$ cat src/design/qir_pkg.sv
// Types and constants of the quadratic integer roots unit.
package qir_pkg;

  // Result status codes.
  localparam logic [1:0] ST_TWO_ROOTS = 2'd0;
  localparam logic [1:0] ST_ONE_ROOT  = 2'd1;
  localparam logic [1:0] ST_NO_ROOTS  = 2'd2;
  localparam logic [1:0] ST_INVALID   = 2'd3;

  // Smallest legal coefficient.
  localparam logic [7:0] COEF_MIN = 8'd2;

  // Cell counts: one root bit per square root cell, one quotient bit per divider cell.
  localparam int unsigned ROOT_W = 8;
  localparam int unsigned QUO_W  = 7;

  // Cycles from an accepted request to its result strobe.
  localparam int unsigned QIR_LATENCY = ROOT_W + QUO_W + 4;

  // Input request.
  typedef struct packed {
    logic [7:0] coef_a;
    logic [7:0] coef_b;
    logic [7:0] coef_c;
  } qir_in_t;

  // Result.
  typedef struct packed {
    logic [1:0]        root_status;
    logic signed [7:0] first_root;
    logic signed [7:0] second_root;
  } qir_out_t;

  // Data handed between square root cells.
  typedef struct packed {
    logic              valid;
    logic [1:0]        status;
    logic [7:0]        coef_b;
    logic [8:0]        denom;
    logic [15:0]       rem;
    logic [ROOT_W-1:0] root;
  } qir_sqrt_t;

  // Data handed between divider cells.
  typedef struct packed {
    logic             valid;
    logic [1:0]       status;
    logic [8:0]       denom;
    logic [8:0]       rem_lo;
    logic [8:0]       rem_hi;
    logic [QUO_W-1:0] quo_lo;
    logic [QUO_W-1:0] quo_hi;
  } qir_div_t;

endpackage

$ cat src/design/qir_sqrt_cell.sv
// One cell of the square root chain: decides one root bit per cycle.
module qir_sqrt_cell
  import qir_pkg::*;
#(
  parameter int unsigned BIT = 0
) (
  input  logic      clk,
  input  logic      rst_n,
  input  qir_sqrt_t st_i,
  output qir_sqrt_t st_o
);

  qir_sqrt_t  st_r;
  qir_sqrt_t  st_nxt;
  logic [16:0] trial;

  // Growth of root^2 when this bit is set: root * 2^(BIT+1) + 2^(2*BIT).
  assign trial = (17'(st_i.root) << (BIT + 1)) + (17'd1 << (2 * BIT));

  // Keep the bit if the remainder covers the growth.
  always_comb begin
    st_nxt = st_i;
    if ({1'b0, st_i.rem} >= trial) begin
      st_nxt.rem  = st_i.rem - trial[15:0];
      st_nxt.root = st_i.root | (ROOT_W'(1) << BIT);
    end
  end

  // Only the valid flag needs a reset.
  always_ff @(posedge clk) begin
    if (!rst_n) begin
      st_r.valid <= 1'b0;
    end else begin
      st_r <= st_nxt;
    end
  end

  assign st_o = st_r;

endmodule

$ cat src/design/qir_div_cell.sv
// One cell of the divider chain: decides one quotient bit of both roots per cycle.
module qir_div_cell
  import qir_pkg::*;
#(
  parameter int unsigned BIT = 0
) (
  input  logic     clk,
  input  logic     rst_n,
  input  qir_div_t st_i,
  output qir_div_t st_o
);

  qir_div_t    st_r;
  qir_div_t    st_nxt;
  logic [15:0] trial;

  // Divisor aligned to this quotient bit.
  assign trial = 16'(st_i.denom) << BIT;

  // Restoring step on both dividends at once.
  always_comb begin
    st_nxt = st_i;
    if ({7'd0, st_i.rem_lo} >= trial) begin
      st_nxt.rem_lo = st_i.rem_lo - trial[8:0];
      st_nxt.quo_lo = st_i.quo_lo | (QUO_W'(1) << BIT);
    end
    if ({7'd0, st_i.rem_hi} >= trial) begin
      st_nxt.rem_hi = st_i.rem_hi - trial[8:0];
      st_nxt.quo_hi = st_i.quo_hi | (QUO_W'(1) << BIT);
    end
  end

  // Only the valid flag needs a reset.
  always_ff @(posedge clk) begin
    if (!rst_n) begin
      st_r.valid <= 1'b0;
    end else begin
      st_r <= st_nxt;
    end
  end

  assign st_o = st_r;

endmodule

$ cat src/design/quadratic_integer_roots_unit.sv
// Top level of the quadratic integer roots unit.
//
//  Channel   Ports                  Handshake
//  --------  ---------------------  ----------------------------------------
//  request   start, busy, in_data   taken at an edge with start high, busy low
//  result    out_strobe, out_data   shown for one cycle, cannot be held off
//
// A request is taken every cycle; busy is tied low.
// Each result passes from its request through the product register, the discriminant
// register, eight square root cells, the dividend register, seven divider cells
// and one output register.
// Synchronous active-low reset empties the pipeline; no result is in flight after it.
// The receiver cannot stall, so the chain advances every cycle.
module quadratic_integer_roots_unit
  import qir_pkg::*;
(
  input  logic     clk,
  input  logic     rst_n,
  input  logic     start,
  output logic     busy,
  input  qir_in_t  in_data,
  output logic     out_strobe,
  output qir_out_t out_data
);

  // Product stage.
  logic        s1_valid_r;
  logic        s1_ok_r;
  logic [7:0]  s1_b_r;
  logic [8:0]  s1_denom_r;
  logic [15:0] s1_bsq_r;
  logic [17:0] s1_fac_r;

  // Chains of cells.
  qir_sqrt_t sq_chain [0:ROOT_W];
  qir_div_t  dv_chain [0:QUO_W];

  // Registers at the chain heads and the output.
  qir_sqrt_t sq_head_r;
  qir_sqrt_t sq_head_nxt;
  qir_div_t  dv_head_r;
  qir_div_t  dv_head_nxt;
  qir_out_t  out_r;
  qir_out_t  out_nxt;
  logic      out_strobe_r;

  // Dividend forming.
  logic [8:0] s_ceil;
  logic [8:0] b_ext;

  // The pipeline takes a request in every cycle.
  assign busy = 1'b0;

  // Coefficient check, B*B and 4*A*C.
  always_ff @(posedge clk) begin
    if (!rst_n) begin
      s1_valid_r <= 1'b0;
    end else begin
      s1_valid_r <= start && !busy;
      s1_ok_r    <= (in_data.coef_a >= COEF_MIN) && (in_data.coef_b >= COEF_MIN) &&
                    (in_data.coef_c >= COEF_MIN);
      s1_b_r     <= in_data.coef_b;
      s1_denom_r <= {in_data.coef_a, 1'b0};
      s1_bsq_r   <= 16'(in_data.coef_b) * 16'(in_data.coef_b);
      s1_fac_r   <= {(16'(in_data.coef_a) * 16'(in_data.coef_c)), 2'b00};
    end
  end

  // Discriminant sign and value.
  always_comb begin
    sq_head_nxt        = '0;
    sq_head_nxt.valid  = s1_valid_r;
    sq_head_nxt.coef_b = s1_b_r;
    sq_head_nxt.denom  = s1_denom_r;
    if (!s1_ok_r) begin
      sq_head_nxt.status = ST_INVALID;
    end else if ({2'b00, s1_bsq_r} > s1_fac_r) begin
      sq_head_nxt.status = ST_TWO_ROOTS;
      sq_head_nxt.rem    = s1_bsq_r - s1_fac_r[15:0];
    end else if ({2'b00, s1_bsq_r} == s1_fac_r) begin
      sq_head_nxt.status = ST_ONE_ROOT;
    end else begin
      sq_head_nxt.status = ST_NO_ROOTS;
    end
  end

  always_ff @(posedge clk) begin
    if (!rst_n) begin
      sq_head_r.valid <= 1'b0;
    end else begin
      sq_head_r <= sq_head_nxt;
    end
  end

  assign sq_chain[0] = sq_head_r;

  // Square root cells, most significant root bit first.
  for (genvar i = 0; i < ROOT_W; i++) begin : g_sqrt
    qir_sqrt_cell #(
      .BIT(ROOT_W - 1 - i)
    ) u_cell (
      .clk  (clk),
      .rst_n(rst_n),
      .st_i (sq_chain[i]),
      .st_o (sq_chain[i+1])
    );
  end

  // Ceiling root and the two dividends B + floor(sqrt) and B - ceil(sqrt).
  assign b_ext  = {1'b0, sq_chain[ROOT_W].coef_b};
  assign s_ceil = {1'b0, sq_chain[ROOT_W].root} + {8'd0, (sq_chain[ROOT_W].rem != 16'd0)};

  always_comb begin
    dv_head_nxt        = '0;
    dv_head_nxt.valid  = sq_chain[ROOT_W].valid;
    dv_head_nxt.status = sq_chain[ROOT_W].status;
    dv_head_nxt.denom  = sq_chain[ROOT_W].denom;
    dv_head_nxt.rem_lo = b_ext + {1'b0, sq_chain[ROOT_W].root};
    if (b_ext >= s_ceil) begin
      dv_head_nxt.rem_hi = b_ext - s_ceil;
    end
  end

  always_ff @(posedge clk) begin
    if (!rst_n) begin
      dv_head_r.valid <= 1'b0;
    end else begin
      dv_head_r <= dv_head_nxt;
    end
  end

  assign dv_chain[0] = dv_head_r;

  // Divider cells, most significant quotient bit first.
  for (genvar j = 0; j < QUO_W; j++) begin : g_div
    qir_div_cell #(
      .BIT(QUO_W - 1 - j)
    ) u_cell (
      .clk  (clk),
      .rst_n(rst_n),
      .st_i (dv_chain[j]),
      .st_o (dv_chain[j+1])
    );
  end

  // Negate the quotients and zero the fields that the status leaves unused.
  always_comb begin
    out_nxt             = '0;
    out_nxt.root_status = dv_chain[QUO_W].status;
    case (dv_chain[QUO_W].status)
      ST_TWO_ROOTS: begin
        out_nxt.first_root  = 8'd0 - {1'b0, dv_chain[QUO_W].quo_lo};
        out_nxt.second_root = 8'd0 - {1'b0, dv_chain[QUO_W].quo_hi};
      end
      ST_ONE_ROOT: begin
        out_nxt.first_root = 8'd0 - {1'b0, dv_chain[QUO_W].quo_lo};
      end
      default: begin
        out_nxt.first_root = 8'sd0;
      end
    endcase
  end

  always_ff @(posedge clk) begin
    if (!rst_n) begin
      out_strobe_r <= 1'b0;
    end else begin
      out_strobe_r <= dv_chain[QUO_W].valid;
      out_r        <= out_nxt;
    end
  end

  assign out_strobe = out_strobe_r;
  assign out_data   = out_r;

endmodule

$ cat config.mk
export PLATFORM = sky130hd
export DESIGN_NAME = quadratic_integer_roots_unit
export DESIGN_NICKNAME = d
export VERILOG_FILES = /design/src/design/qir_pkg.sv /design/src/design/qir_sqrt_cell.sv /design/src/design/qir_div_cell.sv /design/src/design/quadratic_integer_roots_unit.sv
export SDC_FILE = /design/constraint.sdc
export NUM_CORES = 1
export LEC_CHECK = 0
export ABC_AREA = 1
export BUFFER_PORTS_ARGS = -buffer_cell sky130_fd_sc_hd__buf_2
export CELL_PAD_IN_SITES_DETAIL_PLACEMENT = 1
export CELL_PAD_IN_SITES_GLOBAL_PLACEMENT = 2
export CORE_ASPECT_RATIO = 0.75
export CORE_UTILIZATION = 30
export DETAILED_ROUTE_END_ITERATION = 6
export GPL_TIMING_DRIVEN = 0
export PLACE_DENSITY_LB_ADDON = 0.05
export SETUP_SLACK_MARGIN = 0.15
export SLEW_MARGIN = 20
export SYNTH_ARGS = -nofsm -noshare
export SYNTH_HDL_FRONTEND = slang
export SYNTH_SLANG_ARGS = --single-unit
$ cat constraint.sdc
create_clock -name clk -period 4.6 [get_ports clk]
set_input_delay 0.46 -clock clk [delete_from_list [all_inputs] [get_ports clk]]
set_output_delay 0.46 -clock clk [all_outputs]
set_load 0.02 [all_outputs]
-- Word level (Yosys, flattened, before mapping)
Index checks and enable logic that the tools add are counted.
- input port bits: 27
- output and inout bits: 20
- word-level logic and storage cells: 228
- register bits: 752
- add/subtract/negate cells: 33
- multiply operators: 2
- magnitude comparators: 27
- muxes and demuxes: 22
- reduce and logical (&&, ||, !) cells: 6
- eq/ne operators: 2
- operators by type and width (operator ; number):
    $mux 24 ; 8
    $sub 16x16->16 ; 8
    $ge 16x17->1 ; 7
    $mux 9 ; 12
    $sub 9x9->9 ; 12
    $mul 8x8->16 ; 2
    $ge 9x15->1 ; 2
    $ge 9x14->1 ; 2
    $ge 9x13->1 ; 2
    $ge 8x2->1 const B ; 3
    $ge 9x12->1 ; 2
    $ge 9x11->1 ; 2
    $ge 9x10->1 ; 2
    $eq 16x18->1 ; 1
    $ge 9x9->1 ; 2
    $gt 16x18->1 ; 1
    $add 15x13->16 const B ; 1
    $ge 16x15->1 const B ; 1
    $reduce_bool 16->1 ; 1
    $sub 1x7->8 const A ; 2
    $sub 16x15->16 const B ; 1
    $add 14x11->15 const B ; 1
    $add 13x9->14 const B ; 1
    $add 12x7->13 const B ; 1
    other kinds (13) ; 15

-- Logic depth before layout (Yosys ltp)
- word-level depth: 3
- gate-level depth with buffers: 20
- gate-level depth less buffers: 19

-- By module
A second synthesis with hierarchy kept.
- cell total of the unflattened synthesis: 4392
- area total of the unflattened synthesis: 43680.6 µm²
- by module, submodules not included (module ; area each (µm²) ; cells each ; instances ; sequential area each (µm²)):
    quadratic_integer_roots_unit ; 10197.3 ; 1162 ; 1 ; 3893.7
    qir_div_cell (g_div[6].u_cell) ; 2772.7 ; 309 ; 1 ; 1311.3
    qir_div_cell (g_div[5].u_cell) ; 2487.4 ; 264 ; 1 ; 1311.3
    qir_div_cell (g_div[4].u_cell) ; 2399.8 ; 250 ; 1 ; 1311.3
    qir_sqrt_cell (g_sqrt[5].u_cell) ; 2324.7 ; 239 ; 1 ; 1311.3
    qir_sqrt_cell (g_sqrt[6].u_cell) ; 2290.9 ; 241 ; 1 ; 1311.3
    qir_sqrt_cell (g_sqrt[4].u_cell) ; 2258.4 ; 230 ; 1 ; 1311.3
    qir_div_cell (g_div[3].u_cell) ; 2250.9 ; 197 ; 1 ; 1311.3
    qir_sqrt_cell (g_sqrt[3].u_cell) ; 2217.1 ; 220 ; 1 ; 1311.3
    qir_sqrt_cell (g_sqrt[7].u_cell) ; 2208.4 ; 216 ; 1 ; 1311.3
    qir_div_cell (g_div[2].u_cell) ; 2170.8 ; 186 ; 1 ; 1311.3
    qir_sqrt_cell (g_sqrt[2].u_cell) ; 2155.8 ; 208 ; 1 ; 1311.3
    qir_sqrt_cell (g_sqrt[1].u_cell) ; 2114.5 ; 187 ; 1 ; 1311.3
    qir_sqrt_cell (g_sqrt[0].u_cell) ; 2013.2 ; 169 ; 1 ; 1311.3
    +2 rows ; n/a ; n/a ; n/a ; n/a

-- Worst setup path before layout
OpenSTA, ideal clock, no wires.
- kind: input to register
- from: in in_data[7] in the netlist's numbering
- to: reg s1_fac_r[16] (data pin)
- setup slack: 399 ps
- arrival: 3949 ps
- buffers on the path: 1
- library setup time: 252 ps
- stages on the path: 17
- required time: 4348 ps
- path through: clkbuf_1 -> nand2_1 -> fa_1 -> fa_1 -> inv_1 -> fa_1 -> inv_1 -> fa_1 -> inv_1 -> ha_1 -> a21o_1 -> a21oi_1 -> nand2_1 -> nand2_1 -> nand2_1 -> nand2_1 -> nand2_1
- word-level cells in the longest chain between the ends: 1
- ends and longest elaborated chain (element ; line ; source):
    from (decl) ; quadratic_integer_roots_unit.sv:21 ; input qir_in_t in_data,
    $mul 8x8->16 ; quadratic_integer_roots_unit.sv:65 ; s1_fac_r <= {(16'(in_data.coef_a) * 16'(in_data.coef_c)), 2'b00};
    to (signal assigned) ; quadratic_integer_roots_unit.sv:65 ;
    to (decl) ; quadratic_integer_roots_unit.sv:32 ; logic [17:0] s1_fac_r;
Every way passes these cells.
A chain may end at the register's enable or synchronous reset.

-- Worst setup path in the final report
- from: in in_data[12] in the netlist's numbering
- to: reg s1_bsq_r[14] (data pin)
- word-level cells in the longest chain between the ends: 1
- ends and longest elaborated chain (element ; line ; source):
    $mul 8x8->16 ; quadratic_integer_roots_unit.sv:64 ; s1_bsq_r <= 16'(in_data.coef_b) * 16'(in_data.coef_b);
    to (signal assigned) ; quadratic_integer_roots_unit.sv:64 ;
    to (decl) ; quadratic_integer_roots_unit.sv:31 ; logic [15:0] s1_bsq_r;
Every way passes these cells.

==> impl_metrics.toml <==
[synth]
async_flop_share = 0
yosys-top-cells-area = "edfxtp_1 (58%), ha_1 (7.8%), nand2_1 (7.7%)"
synth_cell_type_count = 51
ys_ff_latch = 672
ys.flop_type = "edfxtp_1"
synth_edf_count = 653
netlist_instances = 3065
synth_fp_nets = 3379
yosysSeqAreaShare = 0.594
ys_top_cells_by_count = "nand2_1 (693), edfxtp_1 (653), inv_1 (571)"
yosysTopAreaCellShare = 0.583
synth.largest_area_cell = "edfxtp_1"
syn_avg_cell_area_um2 = 11.0
synthesis.area_um2 = 33600
yosysMostFrequentCell = "nand2_1"
ys_warn_count = 0

[critical_path]
slowest_stage = "fa_1"
cp_max_fo = 8
critPathLaunchType = "input port"
critPathRequiredTime_ps = 4970
cp_data_arrival_time_ps = 4560
path_common_cell = "nand2_1"
max_stage_delay_ps = 540
critPathKind = "in2reg"
path_cells = "buf_2 -> clkbuf_1 -> nand2_1 -> fa_1 -> inv_1 -> fa_1 -> fa_1 -> inv_1 -> fa_1 -> inv_1 -> ha_1 -> nand2_1 -> inv_1 -> a21oi_1 -> nand2_1 -> nand2_1 -> nand2_1 -> nand2_1 -> nand2_1"
endpoint_kind = "register"

[placed_design]
dp_hpwl_um = 57000
dp.cells = 4553
place.gp.congestion = 0.769
place_ws_ps = -350
portBuffers = 37

[clock_tree]
clockRootBuffer = "clkbuf_16"
htreeDepth = 3
cts_setup_buffers = 0
clock_latency_ps = 630
clockBufferDepth = 3
cts_tree = "built"
cts.sinks = 672
cts.clk_slew.worst_paths_ps = 60
cts_buffers = 74

[timing]
setup_slack_ps = 410
skew_ps = 18.6
final-max-slew-violation-count = 0
fmax_mhz = 239
final-hold-violation-count = 0
holdWs_ps = 77.6
tightest_slew_ps = 691
slew_headroom = 0.535
setup_violations = 0
finalSetupTns_ps = 0
finalCritPeriodShare = 0.911
min_period_ps = 4190
rsz0062_at_grt = "no"

[grt]
globalRouteTotalUtil = 0.135
overflow = 0
grt_pass1_wl_um = 121000
grt_pass1_vias = 21894
antenna_found_initial = 0
grt_start_max_net_pins = 100

[cells_and_area]
fin_cells = 4694
drive_gt1_frac = 0.0708
fin_nets = 3507
syn_to_final_growth_pct = 13.9
fillCellCount = 12068
antennaDiodeCount = 0

[drt]
viasPerCell = 4.36
drtAntennaViolNets = 0
drt_iter0_drc = 981
vias = 20480
wl_um = 74900
drtPass1Iterations = 4
wire_per_inst_um = 16.0
drcViolationCount = 0

[die]
io_pins = 47
die_y_um = 292
fp-row-count = 105
die-area_um2 = 113000
fp.dieW_um = 389
coreArea_um2 = 110000
start_util = 0.305

[min_path]
hp-class = "in2reg"

[flow_run]
maxCapViolations = 0

[run_status]
outcome = "finished, final reports clean"

[pwr]
peakVddDrop_v = 0.000245
leakage_nw = 16.9
power-per-cell-area_nw_per_um2 = 466
-- path summary, 6_finish.rpt --
| kind | from | endpoint | slack [ps] | cells after the start |
|---|---|---|---|---|
| worst max-delay path | in_data[12] | s1_bsq_r[14] | 410 | 19 |
| worst max register to register | g_sqrt[7].u_cell.st_o[20] | dv_chain[330] | 700 | 14 |
| worst min register to register | sq_chain[386] | g_sqrt[0].u_cell.st_o[34] | 400 | 0 |
| worst min-delay path | in_data[14] | s1_b_r[6] | 80 | 1 |
-- cells in the final DEF (no fill, tap or decap), types with 43 or more instances in the layout --
| cell | instances |
|---|---|
| clkbuf_16 | 77 |
| a21oi_1 | 97 |
| edfxtp_1 | 653 |
| xor2_1 | 67 |
| clkbuf_1 | 43 |
| nor2_1 | 179 |
| nand3_1 | 136 |
| nand2_1 | 693 |
| o21ai_0 | 59 |
| inv_1 | 571 |
| nand4_1 | 44 |
| fa_1 | 77 |
| ha_1 | 210 |
-- critical path, delay by kind of cell --
family | cells | cell delay [ps]
and+or+nand+nor | 7 | 690
AOI/OAI and AO/OA | 1 | 130
buffers and inverters | 6 | 840
adders and majority gates | 5 | 2420
-- registers in the layout, indices dropped and copies added (netlist names), 8 cells and up --
name and flops:
s1_fac_r 16, sq_chain 34, g_sqrt.u_cell.st_o 309, s1_bsq_r 14, dv_chain 29, s1_denom_r 8
g_div.u_cell.st_o 233, out_data 18, s1_b_r 8
-- kinds of logic (layout without fill, tap and decap cells) --
kind of cell,Yosys count,in the layout,synth area share
AND/OR/NAND/NOR,1166,1166,0.148
flip-flops,672,672,0.594
buffers and inverters,616,801,0.0704
adder cells (fa/ha/maj),287,287,0.124
AO/OA/AOI/OAI,229,229,0.0391
XOR/XNOR,94,94,0.0245
other,1,1,0.000111
-- per-stage QoR --
step            util  total power, W  area (um2)
4_1_cts        0.348          0.0182       38300
6_report       0.347          0.0178       38300
3_3_place_gp   0.323          0.0123       35600
5_1_grt        0.347          0.0191       38300
3_5_place_dp   0.325          0.0122       35800
2_1_floorplan      -          0.0109       33600
-- cell type report --
type / count / area [um2] / area share
multi-input combinational: 1777 / 11300 / 0.295
tap: 1444 / 1810 / 0.0472
buffer: 37 / 196 / 0.00513
timing repair buffer: 54 / 488 / 0.0127
inverter: 577 / 2170 / 0.0566
clock inverter: 32 / 314 / 0.00820
sequential: 672 / 20000 / 0.522
clock buffer: 101 / 2060 / 0.0537
-- report_power, final --
part	internal, W	total [W]	switching, W
combinational	0.00145	0.00413	0.00268
sequential	0.00752	0.00783	0.000309
clock	0.00347	0.00586	0.00240
-- metal layers --
metal,part of all wire,track usage,vias to the layer above,wire [um]
met3,0.026,0.0251,96,1980
met1,0.50,0.189,9876,37800
met5,0,0,-,0
met2,0.45,0.214,134,33700
met4,0.019,0.0323,0,1440
li1,-,-,10374,-
-- timing repair --
action,CTS,global route
endpoints found under the hold margin,10,0
hold buffers,10,0
resized for setup,0,2
setup endpoints to repair,0,8
No activity file was read; power rests on OpenSTA's default activity.
